### config.mk
export PLATFORM = sky130hd
export DESIGN_NAME = tavs_front
export DESIGN_NICKNAME = d
export VERILOG_FILES = /design/src/rtl/tavs_pkg.sv /design/src/rtl/tavs_front.sv
export SDC_FILE = /design/constraint.sdc
export NUM_CORES = 1
export LEC_CHECK = 0
export ABC_AREA = 1
export BUFFER_PORTS_ARGS = -buffer_cell sky130_fd_sc_hd__buf_4
export CORE_MARGIN = 5
export CORE_UTILIZATION = 22
export DETAILED_ROUTE_END_ITERATION = 10
export MAX_ROUTING_LAYER = met4
export PLACE_DENSITY = 0.84
export SETUP_SLACK_MARGIN = 0.15
export SLEW_MARGIN = 20
export SYNTH_ARGS = -nofsm -noshare
export SYNTH_HDL_FRONTEND = slang
export SYNTH_SLANG_ARGS = --single-unit
### constraint.sdc
create_clock -name vclk -period 0.8
set_clock_uncertainty 0.05 [all_clocks]
set_input_delay 0.04 -clock vclk [all_inputs]
set_output_delay 0.04 -clock vclk [all_outputs]
set_load 0.02 [all_outputs]
### src/rtl/tavs_pkg.sv
`default_nettype none

package tavs_pkg;

  // Width of the pixel ports and of the configuration data bus.
  localparam int DATA_W = 32;

  // Transaction opcodes on the input channel.
  localparam logic [1:0] OP_PIXEL = 2'd0;
  localparam logic [1:0] OP_CLEAR = 2'd1;
  localparam logic [1:0] OP_FILL  = 2'd2;

  // Pixel formats.
  localparam logic [1:0] FMT_GREY = 2'd0;
  localparam logic [1:0] FMT_YUV  = 2'd1;
  localparam logic [1:0] FMT_RGBA = 2'd2;
  localparam logic [1:0] FMT_PASS = 2'd3;

  // Register indexes on the configuration port.
  localparam logic [1:0] REG_WIDTH  = 2'd0;
  localparam logic [1:0] REG_HEIGHT = 2'd1;
  localparam logic [1:0] REG_FORMAT = 2'd2;
  localparam logic [1:0] REG_MODE   = 2'd3;

  // Black in YUV: chroma at mid scale, luma zero.
  localparam logic [DATA_W-1:0] YUV_BLACK = 32'h0000_0080;

  // Depth of the command queue between front and back.
  localparam int QDEPTH = 4;

  typedef enum logic [1:0] {
    CMD_PIXEL,
    CMD_CLEAR,
    CMD_FILL
  } cmd_t;

  typedef struct packed {
    cmd_t              cmd;
    logic [DATA_W-1:0] pixel;
  } q_entry_t;

  typedef struct packed {
    logic [6:0] width;
    logic [6:0] height;
    logic [1:0] fmt;
    logic       mode;
  } cfg_t;

endpackage

`default_nettype wire

### src/rtl/tavs_front.sv
`default_nettype none

module tavs_front #(
  parameter int PIXEL_BITS = 32
) (
  input  wire logic                          valid_i,
  output logic                               ready_o,
  input  wire logic [1:0]                    opcode_i,
  input  wire logic [tavs_pkg::DATA_W-1:0]   pixel_i,
  input  wire tavs_pkg::cfg_t                cfg_i,
  input  wire logic                          q_full_i,
  input  wire logic                          hold_i,
  output logic                               push_o,
  output tavs_pkg::q_entry_t                 entry_o
);
  import tavs_pkg::*;

  localparam logic [DATA_W-1:0] FULL_MASK = DATA_W'((64'd1 << PIXEL_BITS) - 64'd1);

  logic              keep;
  logic [DATA_W-1:0] mask;

  // Take a transaction whenever the queue has room and no clearing pass is due.
  assign ready_o = !q_full_i && !hold_i;

  // Classify the opcode; the unused code is accepted and dropped.
  always_comb begin
    keep          = 1'b1;
    entry_o.cmd   = CMD_PIXEL;
    entry_o.pixel = pixel_i & mask;
    case (opcode_i)
      OP_PIXEL: entry_o.cmd = CMD_PIXEL;
      OP_CLEAR: entry_o.cmd = CMD_CLEAR;
      OP_FILL:  entry_o.cmd = CMD_FILL;
      default:  keep = 1'b0;
    endcase
  end

  // Keep only the bits that the pixel format uses.
  always_comb begin
    case (cfg_i.fmt)
      FMT_GREY: mask = FULL_MASK & 32'h0000_00FF;
      FMT_YUV:  mask = FULL_MASK & 32'h0000_FFFF;
      default:  mask = FULL_MASK;
    endcase
  end

  assign push_o = valid_i && ready_o && keep;

endmodule

`default_nettype wire

* After elaboration in Yosys (flattened, before gate mapping)
Cells that the tools add are included.
** Word-level totals
- Flip-flop bits (word level) :: 0
- Input port bits :: 54
- Output and inout bits :: 36
** Cells by class
- Reductions and logical operators :: 8
- Eq/ne operators :: 3
- Muxes and demuxes :: 3
- Bitwise operators :: 1
** Operators by type and width (count)
- 32-bit case mux with 2 select lines :: 1
- 32-bit AND :: 1
- 2-bit by 1-bit == test with 1-bit output (second input constant) :: 2
- 2-bit logical NOT :: 2
- 2-bit case mux with 2 select lines :: 1
- 1-bit logical AND :: 3
- 3-bit OR reduction :: 1
- 2-bit == test (second input constant) :: 1
- 1-bit logical NOT :: 2
- 1-bit 2-to-1 mux :: 1

* Longest topological paths before layout
- Word-level depth :: 4
- Gate-level depth with buffers :: 4
- Gate-level depth less buffers :: 3

* Least setup slack after synthesis
Ideal clock, no wire load.
- Path type :: in2out
- From :: in cfg_i[2] (netlist bit)
- To :: out entry_o[10] (netlist bit)
- Buffers on the path :: 1
- Arrival time :: 505 ps
- Cell stages on the path :: 3
- Path slack :: 205 ps
- Required time :: 710 ps
- Cells stage by stage :: buf_6 nor2_8 nor2_1
** RTL lines
- from (decl) :: RTL line tavs_front.sv:10 : input wire tavs_pkg::cfg_t cfg_i,
- to (decl) :: RTL line tavs_front.sv:14 : output tavs_pkg::q_entry_t entry_o

==> flow_summary.toml <==
[sta]
grt_setup_unrepaired = "true"
drv_slew = 0
final.period_utilization_pct = 76.05
whs_ns = 0.03001
maxSlewHeadroom_pct = 91.88
setup_slack_ns = 0.1916
tightest_slew_ns = 0.1218
max_freq_ghz = 1.644
setup_violations = 0
hold_viol_final = 0
finalCriticalPeriod_ns = 0.6084
tns_ns = 0

[drt]
vias = 514
ant_nets = 0
first_pass_iters = 2
viasPerCell = 3.807
routed_wirelength_mm = 1.294
post_drt_wl_per_cell_microns = 9.585
drc = 0
drt-initial-drc-count = 9

[worst_setup_path]
path_class = "input pin to primary output"
cp-end-kind = "primary output"
crit_path_cell_trace = "buf_4 > nor2_8 > nor2_1 > buf_4"
max_stage_delay_ns = 0.15
worstPathArrival_ns = 0.52
path_depth = 4
crit_end = "entry_o[10]"
crit_fanout = 8
path_buf_inv = 2
crit_path_top_delay_cell = "buf_4"
timing.critical_path.from_type = "input pin"
critical_path_required_ns = 0.71
critPathLaunch = "cfg_i[1]"
crit_family = "buffers and inverters"
cp_common_cell = "buf_4"

[finish]
final_nets = 175
clkbuf_count = 0
final_cell_mix = "58 x buf_4, 29 x inv_1, 18 x nand2_1, 11 x nor2_1"
design.seq.count = 0
final-seq-area_sq_um = 0
n_antenna_cell = 0
drive_above_1_share_pct = 51.26
nFillCells = 143
fin_util_pct = 48.55
mostFrequentLayoutCell = "buf_4"
syn_to_final_growth_pct = 113.1

[status]
status = "completed"

[logic_synthesis]
ys_seq_area_share_pct = 0
postSynthAreaPerCell_sq_um = 4.790
synthCells = 70
yosys.area.top_type = "inv_1"
ys_types = 8
synth_fp_nets = 124
netlist_top_cells_area = "inv_1 32%, nand2_1 20%, buf_4 18%"
yosys_warnings = 0
netlist_area_sq_um = 335.3
synth_top_area_share_pct = 32.46

[floorplan]
die_width_microns = 49.04
fp-row-count = 14
dieHeight_microns = 49.04
die_area_sq_um = 2405
start_util_pct = 22.79
num_io_pins = 90
core_sq_um = 1471

[global_route]
grt_pass1_wl_mm = 2.166
gr-total-overflow = 0
antenna_found_initial = 0
grt_pass1_vias = 470
grt_max_degree = 18
track_usage_pct = 10.50

[power_and_ir_drop]
cellLeakagePower_nw = 0.5659
vdd_drop_max_v = 0.0002070
power.share.switching_pct = 48.56
power.share.clock_pct = 0
p_int_w = 0.0002250
comb_power_share_pct = 100.0
powerDensity_nw_per_um2 = 612.4
switchingPower_w = 0.0002125
seqPwrFrac_pct = 0

[place]
io_buffers = 59
dp_hpwl_mm = 1.184
globalplace.congestion = 0.6865
place_ws_ns = 0.1066

[job]
drv_cap = 0

[clock_network]
postCtsSetupBuffers = 0

[min_path]
holdPathStages = 0
hold_class = "input pin to primary output"
## cells by family (layout without fill, tap and decap cells)
kind of cell           after synthesis  in the layout  share of synthesized area (%)
buffers and inverters               39             88                          59.70
and+or+nand+nor                     31             31                          40.30
## cells in the mapped netlist
cell type,instances
buf_12,1
buf_4,8
buf_6,1
inv_1,29
nand2_1,18
nand2_2,1
nor2_1,11
nor2_8,1
## worst min-delay path by stage
stage / startpoint / end / slack (ns)
2_1_floorplan: opcode_i[1] / entry_o[32] / 0.11
3_3_place_gp: pixel_i[1] / entry_o[1] / 0.03
3_5_place_dp: pixel_i[1] / entry_o[1] / 0.03
4_1_cts: pixel_i[1] / entry_o[1] / 0.03
5_1_grt: pixel_i[3] / entry_o[3] / 0.03
6_report: pixel_i[3] / entry_o[3] / 0.03
## routing by layer
layer | GRT usage (%) | up-vias | part of all wire (%)
li1 | - | 269 | -
met1 | 10.87 | 203 | 34
met2 | 18.91 | 40 | 47
met3 | 4.893 | 2 | 18
met4 | 0.4484 | 0 | 0.46
met5 | - | - | 0
## timing repair
action / in CTS / in global routing
cloned: 0 / 0
pin swaps: 1 / 0
setup endpoints to repair: 8 / 3
resized for setup: 1 / 1
hold buffers: 0 / 0
## power groups by stage
stage               Clock (W)  Sequential, W  Combinational (W)
floorplan                   0              0           0.000261
global placement            0              0           0.000432
detailed placement          0              0           0.000439
CTS                         0              0           0.000442
global route                0              0           0.000475
finish                      0              0           0.000438
## through the flow
step                cell area (sq um)  std cells   power, W
detailed placement              706.9        135  0.0004391
global route                    714.4        135  0.0004750
finish                          714.4        135  0.0004375
global placement                706.9        135  0.0004322
floorplan                       335.3         70  0.0002614
CTS                             710.7        135  0.0004420
## layout make-up
type | count | area (sq um) | share of cell area [%]
inverter | 29 | 108.9 | 15.24
timing repair buffer | 59 | 450.4 | 63.05
tap | 16 | 20.02 | 2.802
multi-input combinational | 31 | 135.1 | 18.91
Note: power is estimated with default switching activity, not from simulation.
