### config.mk
export PLATFORM = sky130hd
export DESIGN_NAME = tavs_queue
export DESIGN_NICKNAME = d
export VERILOG_FILES = /design/src/rtl/tavs_pkg.sv /design/src/rtl/tavs_queue.sv
export SDC_FILE = /design/constraint.sdc
export NUM_CORES = 1
export LEC_CHECK = 0
export BUFFER_PORTS_ARGS = -buffer_cell sky130_fd_sc_hd__buf_2
export CORE_MARGIN = 2
export CORE_UTILIZATION = 61
export DETAILED_ROUTE_END_ITERATION = 10
export HOLD_SLACK_MARGIN = 0.02
export PLACE_DENSITY = 0.82
export SETUP_SLACK_MARGIN = 0.15
export SLEW_MARGIN = 20
export SYNTH_ARGS = -nofsm -noshare
export SYNTH_HDL_FRONTEND = slang
export SYNTH_SLANG_ARGS = --single-unit
### constraint.sdc
create_clock -name clk -period 11.65 [get_ports clk]
set_clock_uncertainty 0.05 [all_clocks]
set_input_delay 2.9125 -clock clk [delete_from_list [all_inputs] [get_ports clk]]
set_output_delay 2.9125 -clock clk [all_outputs]
set_load 0.02 [all_outputs]
### src/rtl/tavs_pkg.sv
`default_nettype none

package tavs_pkg;

  // Width of the pixel ports and of the configuration data bus.
  localparam int DATA_W = 32;

  // Transaction opcodes on the input channel.
  localparam logic [1:0] OP_PIXEL = 2'd0;
  localparam logic [1:0] OP_CLEAR = 2'd1;
  localparam logic [1:0] OP_FILL  = 2'd2;

  // Pixel formats.
  localparam logic [1:0] FMT_GREY = 2'd0;
  localparam logic [1:0] FMT_YUV  = 2'd1;
  localparam logic [1:0] FMT_RGBA = 2'd2;
  localparam logic [1:0] FMT_PASS = 2'd3;

  // Register indexes on the configuration port.
  localparam logic [1:0] REG_WIDTH  = 2'd0;
  localparam logic [1:0] REG_HEIGHT = 2'd1;
  localparam logic [1:0] REG_FORMAT = 2'd2;
  localparam logic [1:0] REG_MODE   = 2'd3;

  // Black in YUV: chroma at mid scale, luma zero.
  localparam logic [DATA_W-1:0] YUV_BLACK = 32'h0000_0080;

  // Depth of the command queue between front and back.
  localparam int QDEPTH = 4;

  typedef enum logic [1:0] {
    CMD_PIXEL,
    CMD_CLEAR,
    CMD_FILL
  } cmd_t;

  typedef struct packed {
    cmd_t              cmd;
    logic [DATA_W-1:0] pixel;
  } q_entry_t;

  typedef struct packed {
    logic [6:0] width;
    logic [6:0] height;
    logic [1:0] fmt;
    logic       mode;
  } cfg_t;

endpackage

`default_nettype wire

### src/rtl/tavs_queue.sv
`default_nettype none

module tavs_queue (
  input  wire logic               clk,
  input  wire logic               rst_n,
  input  wire logic               push_i,
  input  wire tavs_pkg::q_entry_t wdata_i,
  output logic                    full_o,
  input  wire logic               pop_i,
  output tavs_pkg::q_entry_t      rdata_o,
  output logic                    empty_o
);
  import tavs_pkg::*;

  localparam int QAW = $clog2(QDEPTH);

  q_entry_t         entries [QDEPTH];
  logic [QAW:0]     wr_ptr_r;
  logic [QAW:0]     wr_ptr_nxt;
  logic [QAW:0]     rd_ptr_r;
  logic [QAW:0]     rd_ptr_nxt;

  // Full when the pointers differ only in the wrap bit.
  assign empty_o = (wr_ptr_r == rd_ptr_r);
  assign full_o  = (wr_ptr_r[QAW] != rd_ptr_r[QAW]) &&
                   (wr_ptr_r[QAW-1:0] == rd_ptr_r[QAW-1:0]);
  assign rdata_o = entries[rd_ptr_r[QAW-1:0]];

  assign wr_ptr_nxt = wr_ptr_r + (QAW+1)'(push_i);
  assign rd_ptr_nxt = rd_ptr_r + (QAW+1)'(pop_i);

  // Pointer update.
  always_ff @(posedge clk) begin
    if (!rst_n) begin
      wr_ptr_r <= '0;
      rd_ptr_r <= '0;
    end else begin
      wr_ptr_r <= wr_ptr_nxt;
      rd_ptr_r <= rd_ptr_nxt;
    end
  end

  // Entry storage.
  always_ff @(posedge clk) begin
    if (push_i) begin
      entries[wr_ptr_r[QAW-1:0]] <= wdata_i;
    end
  end

endmodule

`default_nettype wire

# --- Word level (Yosys, flattened, before mapping) ---
# Memories as Yosys holds them, arrays and structs flattened. A register that Yosys moved wholly into a read port is not among the register bits.
# Index checks and enable logic that the tools add are counted.
# Widths: inputs -> output; s select.
classes:
  addsub: 2
  eq_ne: 3
  n_mux: 3
  n_reduce_logical: 1
ops:
  columns: ["operator", "n"]
  rows:
  - ["$add 3x1->3", 2]
  - ["$eq 3x3->1", 1]
  - ["$eq 2x2->1", 1]
  - ["$mux 1", 2]
  - ["$mux 2", 1]
  - ["$logic_and 1x1->1", 1]
  - ["$ne 1x1->1", 1]
totals:
  register_bits: 6
  mem_bits_rw: 136
  in_bits: 38
  output_inout_bits: 36
  elab_cells: 12
  mem_count: 1
memory_table:
  columns: ["memory", "words", "word_bits", "rd", "rd_ports_with_merged_regs", "wr", "line_no", "source"]
  rows:
  - ["entries", 4, 34, 1, 1, 1, "tavs_queue.sv:17", "q_entry_t entries [QDEPTH];"]

# --- Longest topological paths before layout ---
# Gate-level depths: netlist of run 1.
logic_depth:
  word_depth: 2
  depth_mapped: 4
  depth_no_buf: 4

# --- Worst setup path after synthesis of run 1 ---
# No wires, ideal clock.
synth_path:
  kind: "input port to flip-flop"
  startpoint: "in push_i"
  endpoint: "mem entries[0][0] in the netlist's numbering (enable)"
  setup_time_ns: 0.475
  arrival_ns: 5.424
  required_time_ns: 11.125
  path_slack_ns: 5.701
  cell_stages: 1
  path_buffers: 0
  cell_sequence: "nor3b_1"
synth_via:
  elab_chain_len: 2
synth_lines:
  columns: ["item", "line_no", "source"]
  rows:
  - ["start: declaration", "tavs_queue.sv:6", "input wire logic push_i,"]
  - ["$mux 1", "tavs_queue.sv:45", "if (push_i) begin"]
  - ["$mux 1 (not written as such)", "tavs_queue.sv:46", "entries[wr_ptr_r[QAW-1:0]] <= wdata_i;"]
  - ["end: declaration", "tavs_queue.sv:17", null]
# No other way between the ends.

==> flow_summary.ini, run 1 <==
[grt]
antenna_found_initial = 0
grt_max_degree = 37
grt_pass1_wl_um = 13820
grt_pass1_vias = 2580
grt.total_usage_pct = 20.40
grt_remaining_overflow = 0

[layout]
final_cell_mix = edfxtp_1 (136), buf_2 (73), mux4_2 (29)
final_nets = 336
final_layout_size_suffix_gt1_share_pct = 46.58
fin_util_pct = 76.93
diodes = 0
num-fill-cells = 425
area_growth_pct = 21.53
final_common_cell = edfxtp_1

[synthesis]
synth.top_cell.area_share_pct = 77.73
yosys.area_share.simple_pct = 1.524
ys_ff_latch = 142
ys_types = 17
ys_warn_count = 0
synth_top_area_cell = edfxtp_1
synth_top_family_by_area = multiplexers
seq_area_frac_synth_pct = 80.02
synth.area.top_cells = edfxtp_1 (78%), mux4_2 (12%), mux4_1 (2.5%)
synth-compound-area-share_pct = 0
synth_area_per_cell_um2 = 25.50
synth_xor_area_share_pct = 0.8335
syn-instance-count = 206
muxShareOfSynthArea_pct = 14.93
synthAdderAreaFrac_pct = 0.9526
syn_nets = 248
netlist_area_um2 = 5254

[power]
vdd_drop_max_mv = 0.1118
powerDensity_nw_per_um2 = 203.2
cellLeakagePower_nw = 2.245

[clock_network]
numCtsBuffers = 17
tritoncts = yes
clockBufferDepth = 2
ctsHtreeMaxLevel = 4
path_clk_slew_ns = 0.06
cts_hold_buf = 0
insertion_delay_ns = 0.50
cts.sinks = 142
cts_setup_buffers = 0
ctsResizeCount = 0
cts_root_buffer = clkbuf_8

[setup_path]
crit_fanout = 23
crit_slowest_cell = dfxtp_2
critPathArrivalTime_ns = 2.55
reg2regPathDepth = 4
crit_type = flip-flop to output pin
crit_end = rdata_o[21]
critPathLaunchType = flip-flop
r2r_slack_ns = 9.61
r2r_start = rd_ptr_r[0]
path_cells = buf_4, mux4_1, buf_2
cp-startpoint = rd_ptr_r[0]
crit_path_max_incr_delay_ns = 0.67
r2r_end = rd_ptr_r[1]
cp-end-kind = output pin
worst-endpoint-required_ns = 8.69

[sta]
slew-limit-headroom_pct = 37.92
finalCritPeriodShare_pct = 47.31
tightestPinTransition_ns = 0.9312
setup_viol = 0
slew_violations = 0
setup_tns_ns = 0
post-route-min-period_ns = 5.512
rsz0062_at_grt = no
fmaxAchievable_mhz = 181.4
finalHoldViolCount = 0

[route]
vias = 2387
wl_um = 8890
vias_per_cell = 5.794
ant_nets = 0
drc = 0
wl_per_cell_um = 21.58
drtPass1Iterations = 4
drtIter0Drc = 148

[die]
coreArea_um2 = 8299
fp.dieW_um = 96.81
rows = 33
die_area_um2 = 9371
die_h_um = 96.81
io_pins = 74
start_util_pct = 63.30

[placed_design]
gp_congestion = 0.6582
port_buffers = 73
dp_hpwl_um = 4835

[min_path]
holdCritPathClass = flip-flop to flip-flop

[run_status]
outcome = complete, no violations

[job]
max-cap-violations = 0
-- cells in the mapped netlist --
cell type,instances
mux4_1,5
nor2_1,1
xnor2_1,1
buf_2,4
dfxtp_1,6
and3_1,1
mux4_2,29
and2_1,6
ha_1,4
and3b_1,1
xor2_1,4
nor3b_1,2
nor3_1,1
buf_6,1
edfxtp_1,136
nand2_1,1
buf_12,3
-- state kept, by name (all words and copies together) (netlist names) --
register,count
entries,136
wr_ptr_r,3
rd_ptr_r,3
-- cells by family after synthesis --
logic type / Yosys count
DFF: 142
muxes: 34
xor gates and xnor gates: 5
and+or+nand+nor: 13
buffers and inverters: 8
adders and majority gates: 4
-- power breakdown --
group	leakage, nW	internal [mW]	switching [mW]
sequential	1.30	0.585	0.0133
clock	0.315	0.391	0.197
combinational	0.630	0.0483	0.0632
-- layout make-up --
type / count / area (um2) / share of cell area (%)
Sequential cell: 142 / 4207 / 65.88
Multi-Input combinational cell: 56 / 973.4 / 15.25
Clock buffer: 18 / 417.9 / 6.545
Timing Repair Buffer: 77 / 415.4 / 6.506
Clock inverter: 14 / 240.2 / 3.762
Tap cell: 105 / 131.4 / 2.058
-- routing by layer --
layer / up-vias / global-route usage (%) / wire length [um] / part of all wire [%]
li1: 1059 / - / - / -
met5: - / 0 / 0 / 0
met4: 0 / 8.126 / 131 / 1.5
met2: 103 / 32.75 / 4596 / 52
met1: 1214 / 26.15 / 3513 / 40
met3: 11 / 6.792 / 648 / 7.3
-- critical path: cells and delay by family, from the launching register on --
kind     cells  cell delay (ns)
mux          1             0.64
buf+inv      2             0.71
flops        1             0.67
-- per-stage QoR --
| stage | hold slack [ns] | power (mW) | instances | setup slack, ns | instance area, um2 |
|---|---|---|---|---|---|
| finish | 0.5500 | 1.298 | 412 | 6.138 | 6385 |
| global route | 0.6039 | 1.337 | 412 | 6.011 | 6385 |
| CTS | 0.5547 | 1.307 | 411 | 6.090 | 6357 |
| detailed placement | 0.5412 | 0.7189 | 379 | 6.683 | 5699 |
| global placement | 0.5187 | 0.7156 | 379 | 6.719 | 5699 |
| floorplan | 0.5018 | 0.6819 | 206 | 5.701 | 5254 |
-- worst min path at each step --
stage                            from          end  slack (ns)  depth (start not counted)
final                     wr_ptr_r[2]  wr_ptr_r[2]        0.55                          2
after CTS                 wr_ptr_r[2]  wr_ptr_r[2]        0.55                          2
after global routing      wr_ptr_r[2]  wr_ptr_r[2]        0.60                          2
after floorplan           rd_ptr_r[1]  rd_ptr_r[1]        0.50                          2
after detailed placement  rd_ptr_r[2]  rd_ptr_r[2]        0.54                          2
after global placement    wr_ptr_r[2]  wr_ptr_r[2]        0.52                          2
No activity file was read; power rests on OpenSTA's default activity.
==> run 2, diff against run 1 <==
--- a/config.mk
+++ b/config.mk
@@ -7,10 +7,10 @@
 export LEC_CHECK = 0
 export BUFFER_PORTS_ARGS = -buffer_cell sky130_fd_sc_hd__buf_2
 export CORE_MARGIN = 2
-export CORE_UTILIZATION = 61
+export CORE_UTILIZATION = 56
 export DETAILED_ROUTE_END_ITERATION = 10
 export HOLD_SLACK_MARGIN = 0.02
-export PLACE_DENSITY = 0.82
+export PLACE_DENSITY = 0.76
 export SETUP_SLACK_MARGIN = 0.15
 export SLEW_MARGIN = 20
 export SYNTH_ARGS = -nofsm -noshare
==> constraint.sdc (replaced) <==
create_clock -name clk -period 5.3 [get_ports clk]
set_clock_uncertainty 0.05 [all_clocks]
set_input_delay 1.325 -clock clk [delete_from_list [all_inputs] [get_ports clk]]
set_output_delay 1.325 -clock clk [all_outputs]
set_load 0.02 [all_outputs]
==> flow_summary.ini, run 2 (synthesized netlist as in run 1, its figures left out) <==
[route]
vias = 2298
drc = 0
ant_nets = 0
vias_per_cell = 5.511
wl_per_cell_um = 20.42
drtPass1Iterations = 4
wl_um = 8517
drtIter0Drc = 125

[clock_network]
cts.sinks = 142
cts_root_buffer = clkbuf_8
cts_hold_buf = 0
tritoncts = yes
path_clk_slew_ns = 0.06
clockBufferDepth = 2
numCtsBuffers = 17
insertion_delay_ns = 0.51
cts_setup_buffers = 0
ctsResizeCount = 0
ctsHtreeMaxLevel = 4

[power]
power.total_mw = 2.689
p_int_mw = 2.104
switching_share_pct = 21.77
switchingPower_mw = 0.5854
pwr-share-seq_pct = 48.9
vdd_drop_max_mv = 0.2632
p_clk_share_pct = 42.3
cellLeakagePower_nw = 2.195
p_comb_share_pct = 8.8
powerDensity_nw_per_um2 = 427.6

[sta]
tightestPinTransition_ns = 0.9413
rsz0062_at_grt = no
layout_setup_ws_ns = 1.403
slew-limit-headroom_pct = 37.25
finalCritPeriodShare_pct = 73.52
finalHoldViolCount = 0
setup_tns_ns = 0
setup_viol = 0
slew_violations = 0
post-route-min-period_ns = 3.897
fmaxAchievable_mhz = 256.6

[layout]
seq_area_um2 = 4207
final_common_cell = edfxtp_1
final_cell_mix = edfxtp_1 (136), buf_2 (73), mux4_2 (29)
multi_input_area_um2 = 973.4
final_nets = 335
num-fill-cells = 560
diodes = 0
final_layout_size_suffix_gt1_share_pct = 45.10
area_growth_pct = 19.72
largest_reg_flops = 136

[grt]
grt_max_degree = 37
grt_pass1_vias = 2311
grt_pass1_wl_um = 12770
grt.total_usage_pct = 17.98
antenna_found_initial = 2
grt_remaining_overflow = 0

[die]
die_area_um2 = 10170
io_pins = 74
fp.dieW_um = 100.9
coreArea_um2 = 9153
die_h_um = 100.9
rows = 35
start_util_pct = 57.40

[setup_path]
crit_fanout = 20
cp-end-kind = output pin
worst-endpoint-required_ns = 3.92
critPathLaunchType = flip-flop
r2r_slack_ns = 3.51
critPathArrivalTime_ns = 2.52
crit_type = flip-flop to output pin

[placed_design]
dp_hpwl_um = 4838
port_buffers = 73
post-place-ws_ns = 1.848
gp_congestion = 0.6565

[run_status]
outcome = complete, no violations

[min_path]
holdCritPathClass = flip-flop to flip-flop

[job]
max-cap-violations = 0
==> run 2: worst paths after layout <==
| check | cells after the start | end | start |
|---|---|---|---|
| max reg2reg | 1 | entries[1][13] | wr_ptr_r[0] |
| max | 3 | rdata_o[23] | rd_ptr_r[0] |
| min reg2reg | 2 | wr_ptr_r[2] | wr_ptr_r[2] |
| min | 2 | wr_ptr_r[2] | wr_ptr_r[2] |
==> run 2: per-layer routing <==
metal	vias up	part of all wire, %	global-route usage, %
met3	4	6.8	6.796
met4	2	0.39	8.219
met1	1167	42	23.54
met5	-	0.15	0
met2	73	50	27.13
li1	1052	-	-
==> run 2: layout make-up <==
| class | instances | area share, % |
|---|---|---|
| flip-flops and latches | 142 | 66.88 |
| multi-input cells | 56 | 15.48 |
| clock buffers | 21 | 6.823 |
| repair buffers | 76 | 6.366 |
| clock inverters | 11 | 2.248 |
| well taps | 111 | 2.208 |
==> run 2: stage by stage <==
| step | cells | instance area [um2] | utilization [%] | hold WS, ns |
|---|---|---|---|---|
| final | 417 | 6290 | 68.72 | 0.5451 |
| after detailed placement | 384 | 5699 | 62.27 | 0.5238 |
| after floorplan | 206 | 5254 | - | 0.5018 |
| after global routing | 417 | 6290 | 68.72 | 0.5993 |
| after global placement | 384 | 5699 | 62.27 | 0.5286 |
| after CTS | 416 | 6270 | 68.50 | 0.5476 |
==> run 2: power by group through the flow <==
stage	Combinational (mW)	Sequential [mW]	Clock, mW
2_1_floorplan	0.180	1.32	0
3_3_place_gp	0.237	1.34	0
3_5_place_dp	0.240	1.34	0
4_1_cts	0.240	1.32	1.16
5_1_grt	0.254	1.32	1.21
6_report	0.237	1.32	1.14
==> run 2: critical path, cell delays in order, from the launching register on <==
cell and delay, ns:
dfxtp_2 0.77, buf_4 0.45, mux4_1 0.60, buf_2 0.18
